===== src/sv/single_source_shortest_path_macros.svh =====
// assertion macros shared by the shortest path block
`ifndef SINGLE_SOURCE_SHORTEST_PATH_MACROS_SVH
`define SINGLE_SOURCE_SHORTEST_PATH_MACROS_SVH

// same-cycle implication
`define SSSP_ASSERT_NOW(lbl, ante, cons, msg) \
  lbl: assert property (@(posedge clk) disable iff (rst) (ante) |-> (cons)) else $error(msg);

// next-cycle implication
`define SSSP_ASSERT_NEXT(lbl, ante, cons, msg) \
  lbl: assert property (@(posedge clk) disable iff (rst) (ante) |=> (cons)) else $error(msg);

`endif


===== src/sv/sssp_pkg.sv =====
// types and constants shared by the shortest path controller and datapath
package sssp_pkg;

  localparam int VID_W    = 5;
  localparam int DIST_W   = 32;
  localparam int WEIGHT_W = 16;
  localparam int CFG_W    = 6;

  localparam logic [CFG_W-1:0] VERTEX_COUNT_RESET = 6'd32;

  localparam logic REG_VERTEX_COUNT  = 1'b0;
  localparam logic REG_SOURCE_VERTEX = 1'b1;

  localparam logic signed [DIST_W-1:0] DIST_MAX = 32'sh7fff_ffff;
  localparam logic signed [DIST_W-1:0] DIST_MIN = 32'sh8000_0000;

  typedef enum logic [2:0] {
    ST_IDLE,
    ST_INIT,
    ST_FETCH,
    ST_LOOKUP,
    ST_ADD,
    ST_UPDATE,
    ST_EMIT
  } state_t;

  typedef enum logic [2:0] {
    OP_NONE,
    OP_INIT,
    OP_FETCH,
    OP_LOOKUP,
    OP_ADD,
    OP_RELAX,
    OP_CHECK,
    OP_EMIT
  } op_t;

  typedef struct packed {
    op_t  op;
    logic load;
    logic clear_flag;
    logic last;
  } cmd_t;

  typedef struct packed {
    logic cycle_found;
  } status_t;

  typedef struct packed {
    logic [VID_W-1:0]           from_v;
    logic [VID_W-1:0]           to_v;
    logic signed [WEIGHT_W-1:0] weight;
  } edge_t;

  typedef struct packed {
    logic                     dvalid;
    logic signed [DIST_W-1:0] cost;
    logic                     pvalid;
    logic [VID_W-1:0]         pred;
  } vertex_t;

endpackage


===== src/sv/sssp_ctrl.sv =====
// sequencing state machine: edge load, init sweep, relax passes, check pass, emit
`include "single_source_shortest_path_macros.svh"

module sssp_ctrl #(
  parameter int MAX_VERTICES = 32,
  parameter int MAX_EDGES    = 256,
  parameter int VW           = $clog2(MAX_VERTICES),
  parameter int NW           = $clog2(MAX_VERTICES + 1),
  parameter int EW           = (MAX_EDGES > 1) ? $clog2(MAX_EDGES) : 1
) (
  input  logic              clk,
  input  logic              rst,
  input  logic              start,
  input  logic              last_edge,
  input  logic [NW-1:0]     n,
  input  sssp_pkg::status_t status,
  output logic              busy,
  output logic [EW-1:0]     edge_addr,
  output logic [VW-1:0]     vertex_addr,
  output sssp_pkg::cmd_t    cmd
);
  import sssp_pkg::*;

  localparam int CW = $clog2(MAX_EDGES + 1);

  state_t        state, state_next;
  logic [VW-1:0] v, v_next;
  logic [CW-1:0] k, k_next;
  logic [CW-1:0] edge_count, edge_count_next;
  logic [NW-1:0] pass, pass_next;
  logic          check, check_next;
  logic          v_last;
  logic          k_last;

  assign v_last = (NW'(v) == n - 1'b1);
  assign k_last = (k == edge_count - 1'b1);
  assign busy   = (state != ST_IDLE);

  always_ff @(posedge clk) begin
    if (rst) begin
      state      <= ST_IDLE;
      v          <= '0;
      k          <= '0;
      edge_count <= '0;
      pass       <= '0;
      check      <= 1'b0;
    end else begin
      state      <= state_next;
      v          <= v_next;
      k          <= k_next;
      edge_count <= edge_count_next;
      pass       <= pass_next;
      check      <= check_next;
    end
  end

  always_comb begin
    state_next      = state;
    v_next          = v;
    k_next          = k;
    edge_count_next = edge_count;
    pass_next       = pass;
    check_next      = check;
    cmd             = '{op: OP_NONE, load: 1'b0, clear_flag: 1'b0, last: 1'b0};
    edge_addr       = k[EW-1:0];
    vertex_addr     = v;
    case (state)
      ST_IDLE: begin
        edge_addr = edge_count[EW-1:0];
        if (start) begin
          if (edge_count < CW'(MAX_EDGES)) begin
            cmd.load        = 1'b1;
            edge_count_next = edge_count + 1'b1;
          end
          if (last_edge) begin
            state_next = ST_INIT;
            v_next     = '0;
          end
        end
      end
      ST_INIT: begin
        cmd.op         = OP_INIT;
        cmd.clear_flag = 1'b1;
        if (v_last) begin
          k_next     = '0;
          pass_next  = NW'(1);
          check_next = (n == NW'(1));
          state_next = ST_FETCH;
        end else begin
          v_next = v + 1'b1;
        end
      end
      ST_FETCH: begin
        if (check && status.cycle_found) begin
          v_next     = '0;
          state_next = ST_EMIT;
        end else begin
          cmd.op     = OP_FETCH;
          state_next = ST_LOOKUP;
        end
      end
      ST_LOOKUP: begin
        cmd.op     = OP_LOOKUP;
        state_next = ST_ADD;
      end
      ST_ADD: begin
        cmd.op     = OP_ADD;
        state_next = ST_UPDATE;
      end
      ST_UPDATE: begin
        cmd.op = check ? OP_CHECK : OP_RELAX;
        if (k_last) begin
          k_next = '0;
          if (check) begin
            v_next     = '0;
            state_next = ST_EMIT;
          end else if (pass == n - 1'b1) begin
            check_next = 1'b1;
            state_next = ST_FETCH;
          end else begin
            pass_next  = pass + 1'b1;
            state_next = ST_FETCH;
          end
        end else begin
          k_next     = k + 1'b1;
          state_next = ST_FETCH;
        end
      end
      ST_EMIT: begin
        cmd.op   = OP_EMIT;
        cmd.last = v_last;
        if (v_last) begin
          edge_count_next = '0;
          state_next      = ST_IDLE;
        end else begin
          v_next = v + 1'b1;
        end
      end
      default: begin
        state_next = ST_IDLE;
      end
    endcase
  end

  `SSSP_ASSERT_NOW(a_edge_in_range, (state == ST_FETCH || state == ST_LOOKUP || state == ST_ADD || state == ST_UPDATE), (k < edge_count), "edge index past loaded edges")
  `SSSP_ASSERT_NOW(a_vertex_in_range, (state == ST_INIT || state == ST_EMIT), (NW'(v) < n), "vertex index past vertex count")
  `SSSP_ASSERT_NOW(a_pass_bound, (state == ST_UPDATE && !check), (pass != '0 && pass < n), "relax pass out of range")
  `SSSP_ASSERT_NEXT(a_emit_done, (state == ST_EMIT && v_last), (state == ST_IDLE && edge_count == '0), "run did not finish after last result")

endmodule


===== config.mk =====
export PLATFORM = sky130hd
export DESIGN_NAME = sssp_ctrl
export DESIGN_NICKNAME = d
export VERILOG_FILES = /design/src/sv/sssp_pkg.sv /design/src/sv/sssp_ctrl.sv
export VERILOG_INCLUDE_DIRS = /design/src /design/src/sv
export SDC_FILE = /design/constraint.sdc
export NUM_CORES = 1
export LEC_CHECK = 0
export BUFFER_PORTS_ARGS = -buffer_cell sky130_fd_sc_hd__buf_2
export CAP_MARGIN = 20
export CORE_MARGIN = 4
export CORE_UTILIZATION = 45
export CTS_BUF_LIST = sky130_fd_sc_hd__clkbuf_8
export CTS_CLUSTER_SIZE = 20
export DETAILED_ROUTE_END_ITERATION = 10
export PLACE_DENSITY = 0.69
export SLEW_MARGIN = 20
export SYNTH_ARGS = -nofsm -noshare
export SYNTH_HDL_FRONTEND = slang
export SYNTH_SLANG_ARGS = --single-unit
export TNS_END_PERCENT = 5

===== constraint.sdc =====
create_clock -name clk -period 5.2 [get_ports clk]
set_input_delay 1.56 -clock clk [delete_from_list [all_inputs] [get_ports clk]]
set_output_delay 1.56 -clock clk [all_outputs]
set_load 0.05 [all_outputs]

==> flow_summary.json, run 1 <==
{
  "pwr-share-seq_pct": 47.8,
  "power.density_mw_per_mm2": 196,
  "status": "finished clean",
  "first_iter_violations": 80,
  "drv_cap": 0,
  "drtPass1Iterations": 4,
  "final_util_pct": 50.3,
  "ys_top_cells_by_area": "dfxtp_1 25%, xor2_1 5.7%, a21oi_1 4.2%, nor2_1 4.2%, xnor2_1 4.0%",
  "pre_cts_ws_ns": 0.382,
  "gp_congestion": 0.805,
  "cts-root-buf": "clkbuf_8",
  "p_leak_uw": 0.00115,
  "cts-resized-gates": 0,
  "io_buffers": 30,
  "rsz0062_at_grt": "no",
  "p_switching_uw": 167,
  "fp.dieH_um": 84.3,
  "skew_ns": 0.00679,
  "die_w_um": 84.3,
  "hpwl_um": 4400,
  "min_period_ns": 4.81,
  "postCtsSetupBuffers": 0,
  "tns_ns": 0,
  "netlist.area_leader.share_pct": 25.2,
  "endpoint_kind": "output pin",
  "clockBufferDepth": 2,
  "synth_top_cell_by_area": "dfxtp_1",
  "wl_um": 5880,
  "clkSlewWorstSetupHoldPaths_ns": 0.06,
  "antenna_left": 0,
  "yosysSeqAreaShare_pct": 25.2,
  "ys_ff_latch": 33,
  "max_slew_margin_pct": 45.1,
  "core-area_mm2": 0.00557,
  "vias_per_cell": 5.70,
  "fin_crit_sh_pct": 92.5,
  "syn_nets": 337,
  "antenna_cells": 0,
  "start_kind": "input pin",
  "drive_above_1_share_pct": 18.4,
  "wl_per_cell_um": 14.4,
  "fill_cells": 568,
  "ys.warnings.count": 0,
  "cts_sinks": 33,
  "ctsHoldBuffers": 0,
  "syn-mean-instance-area_um2": 8.21,
  "grt_pass1_vias": 2219,
  "nets": 356,
  "gr-usage-all-layers_pct": 17.3,
  "p_total_uw": 550,
  "intPower_uw": 384,
  "cp_max_fo": 8,
  "post-route-drc-count": 0,
  "insertion_delay_ns": 0.28,
  "fin_ws_ns": 0.390,
  "htreeDepth": 2,
  "finalSetupViolCount": 0,
  "grt_pass1_wl_um": 10300,
  "synth_cell_types": 63,
  "area_delta_synth_final_pct": 7.07,
  "synth.cell_area_mm2": 0.00262,
  "critical_path_arrival_ns": 3.25,
  "maxSlewViolCount": 0,
  "path_class": "input pin to output pin",
  "p_clk_share_pct": 32.2,
  "cts_tree": "yes",
  "required_ns": 3.64,
  "hold_violations": 0,
  "synth_cells": 319,
  "vdd_drop_max_uv": 160,
  "vias": 2330,
  "synth-edff-count": 0,
  "switching_share_pct": 30.3,
  "antenna_found_initial": 0,
  "synthArstFlopShare_pct": 0,
  "numCtsBuffers": 5,
  "holdCritPathClass": "flip-flop to flip-flop",
  "combinationalPowerShare_pct": 20.0,
  "fmax_ghz": 0.208,
  "grt_max_degree": 26,
  "rows": 27,
  "start_util_pct": 47.0,
  "ys.flop_type": "dfxtp_1",
  "io_pins": 31,
  "tightest_slew_ns": 0.818,
  "dieArea_mm2": 0.00710,
  "gr-total-overflow": 0
}
-- cell type report --
cell class / instances / area, um^2 / area share [%]
Clock buffer: 5 / 68.8 / 2.45
Tap cell: 72 / 90.1 / 3.21
Timing Repair Buffer: 33 / 173 / 6.16
Sequential cell: 33 / 661 / 23.6
Multi-Input combinational cell: 251 / 1750 / 62.6
Clock inverter: 1 / 5.00 / 0.178
Inverter: 14 / 52.6 / 1.87
-- logic make-up after synthesis --
kind of cell / share of synthesized area, %
flip-flops: 25.2
adder cells (fa/ha/maj): 3.34
AND/OR/NAND/NOR: 27.4
buffers and inverters: 8.12
multiplexers: 4.59
AO/OA/AOI/OAI: 19.9
XOR/XNOR: 11.4
-- sequential cells by signal, indices dropped and copies added (netlist names) --
register     count
vertex_addr      5
check            1
k                9
pass             6
edge_count       9
state            3
-- cells in the mapped netlist (9+ instances only) --
master and number:
xnor2_1 12, dfxtp_1 33, o21ai_0 17, nand3b_1 9, xor2_1 17, nand2_1 20
inv_1 14, nand3_1 15, a21oi_1 22, clkbuf_1 11, nor2_1 29
-- critical path, stage by stage --
cell	delay, ns
buf_2	0.15
inv_1	0.07
ha_1	0.20
nor3b_1	0.32
a21boi_0	0.30
nor4_4	0.32
buf_2	0.32
-- power groups by stage --
stage,sequential (uW),clock (uW),combinational [uW]
2_1_floorplan,268,0,88.0
3_3_place_gp,268,0,108
3_5_place_dp,269,0,110
4_1_cts,263,182,111
5_1_grt,264,192,121
6_report,263,177,110
-- cell usage in the layout (no fill, tap or decap), drive strengths merged, types with 2 or more instances in the layout --
cell type,n
a211oi,7
a21o,2
a21oi,22
a311oi,4
a31oi,2
a32oi,2
and2,5
and3,6
buf,33
clkbuf,5
dfxtp,33
ha,7
inv,14
mux2,8
mux2i,3
nand2,20
nand3,15
nand3b,9
nand4,6
nand4b,4
nor2,29
nor2b,3
nor3,9
nor3b,4
nor4,4
o2111ai,4
o211ai,2
o21ai,20
o31ai,2
o41ai,2
or3,4
or4,3
xnor2,12
xnor3,2
xor2,17
-- path summary, 6_finish.rpt --
path | start | endpoint | slack, ns | depth (start not counted)
max | n[0] | cmd[0] | 0.39 | 7
min | pass[5] | pass[5] | 0.48 | 2
max reg2reg | edge_count[0] | pass[4] | 2.51 | 9
min reg2reg | pass[5] | pass[5] | 0.48 | 2
-- per-layer routing --
layer	GRT usage (%)	up-vias	routed length, um
met5	0	-	0
met4	5.12	0	75
met3	3.14	6	259
met2	29.2	44	2770
met1	22.4	1086	2780
li1	-	1194	-
-- per-stage QoR --
step	cells	cell area, um^2	hold WS (ns)
finish	409	2800	0.478
detailed placement	403	2730	0.470
global route	409	2800	0.520
global placement	403	2730	0.470
CTS	409	2800	0.479
floorplan	319	2630	0.445
Note: power is estimated with default switching activity, not from simulation.
==> run 2: changes to the inputs <==
==> constraint.sdc (replaced) <==
create_clock -name clk -period 5.4 [get_ports clk]
set_input_delay 1.62 -clock clk [delete_from_list [all_inputs] [get_ports clk]]
set_output_delay 1.62 -clock clk [all_outputs]
set_load 0.05 [all_outputs]
==> run 2 against run 1 <==
Net effect:
- critical path depth did not move
- setup slack improved by 0.10 ns
- die area did not move
- largest power group unchanged
==> flow_summary.json, run 2 (same netlist as run 1, synthesis figures left out) <==
{
  "numCtsBuffers": 5,
  "pre_cts_ws_ns": 0.471,
  "drv_cap": 0,
  "rsz0062_at_grt": "no",
  "vias": 2330,
  "gr-usage-all-layers_pct": 17.1,
  "gp_congestion": 0.805,
  "critical_path_arrival_ns": 3.29,
  "fin_crit_sh_pct": 90.9,
  "wl_um": 5770,
  "grt_pass1_wl_um": 10300,
  "core-area_mm2": 0.00557,
  "reg_top3": "edge_count x9, k x9, pass x6",
  "nets": 356,
  "antenna_cells": 0,
  "drive_above_1_share_pct": 18.6,
  "vias_per_cell": 5.68,
  "ctsHoldBuffers": 0,
  "timing.hold.ws_ns": 0.477,
  "clkSlewWorstSetupHoldPaths_ns": 0.06,
  "status": "finished clean",
  "grt_pass1_vias": 2186,
  "cts_sinks": 33,
  "io_pins": 31,
  "clockBufferDepth": 2,
  "skew_ns": 0.0122,
  "tns_ns": 0,
  "area_delta_synth_final_pct": 7.69,
  "power.density_mw_per_mm2": 196,
  "cp_max_fo": 8,
  "final_common_cell": "dfxtp_1",
  "antenna_left": 0,
  "htreeDepth": 2,
  "drtPass1Iterations": 4,
  "postCtsSetupBuffers": 0,
  "vdd_drop_max_uv": 154,
  "max_slew_margin_pct": 44.0,
  "path_class": "input pin to output pin",
  "antenna_found_initial": 0,
  "fp.dieH_um": 84.3,
  "tightest_slew_ns": 0.835,
  "min_period_ns": 4.91,
  "gr-total-overflow": 0,
  "start_util_pct": 47.0,
  "io_buffers": 30,
  "first_iter_violations": 95,
  "dieArea_mm2": 0.00710,
  "cts-root-buf": "clkbuf_8",
  "insertion_delay_ns": 0.29,
  "cts-resized-gates": 0,
  "post-route-drc-count": 0,
  "hold_violations": 0,
  "final_util_pct": 50.6,
  "fmax_ghz": 0.204,
  "endpoint_kind": "output pin",
  "die_w_um": 84.3,
  "p_leak_uw": 0.00115,
  "fill_cells": 567,
  "grt_max_degree": 26,
  "start_kind": "input pin",
  "rows": 27,
  "p_total_uw": 553,
  "hpwl_um": 4340,
  "fin_ws_ns": 0.491,
  "most-common-layout-cells": "33 x dfxtp_1, 30 x buf_2, 29 x nor2_1",
  "cts_tree": "yes",
  "wl_per_cell_um": 14.1,
  "finalSetupViolCount": 0,
  "holdCritPathClass": "flip-flop to flip-flop",
  "maxSlewViolCount": 0,
  "required_ns": 3.78
}
-- run 2: worst paths after layout --
check                start      end  slack (ns)  cells after the start
min reg2reg        pass[5]  pass[5]        0.48                      2
max reg2reg  edge_count[0]  pass[4]        2.70                      9
max                   n[0]   cmd[0]        0.49                      7
min                pass[5]  pass[5]        0.48                      2
-- run 2: worst max-delay path: stages --
cell and delay [ns]:
buf_2 0.15, inv_1 0.07, ha_1 0.21, nor3b_1 0.32, a21boi_0 0.29, nor4_4 0.32
buf_2 0.32
-- run 2: report_power, final --
part / switching [uW] / internal (uW)
Sequential: 6.84 / 246
Combinational: 67.4 / 38.3
Clock: 93.7 / 101
Total: 168 / 385
-- run 2: through the flow --
stage               instance area [um^2]  cells
finish                              2820    410
global route                        2820    410
CTS                                 2820    410
detailed placement                  2730    403
global placement                    2730    403
floorplan                           2630    319
-- run 2: area by class of cell --
type	count	area, um^2	area share (%)
repair buffers	33	173	6.12
inverters	14	52.6	1.86
flip-flops and latches	33	661	23.4
clock buffers	6	82.6	2.93
multi-input cells	251	1750	62.2
clock inverters	1	7.51	0.266
well taps	72	90.1	3.19
-- run 2: metal layers --
| metal | track usage, % | vias up | wire [um] |
|---|---|---|---|
| li1 | - | 1197 | - |
| met1 | 22.2 | 1093 | 2810 |
| met2 | 28.5 | 35 | 2710 |
| met3 | 3.73 | 5 | 197 |
| met4 | 4.97 | 0 | 56 |
| met5 | 0 | - | 0 |
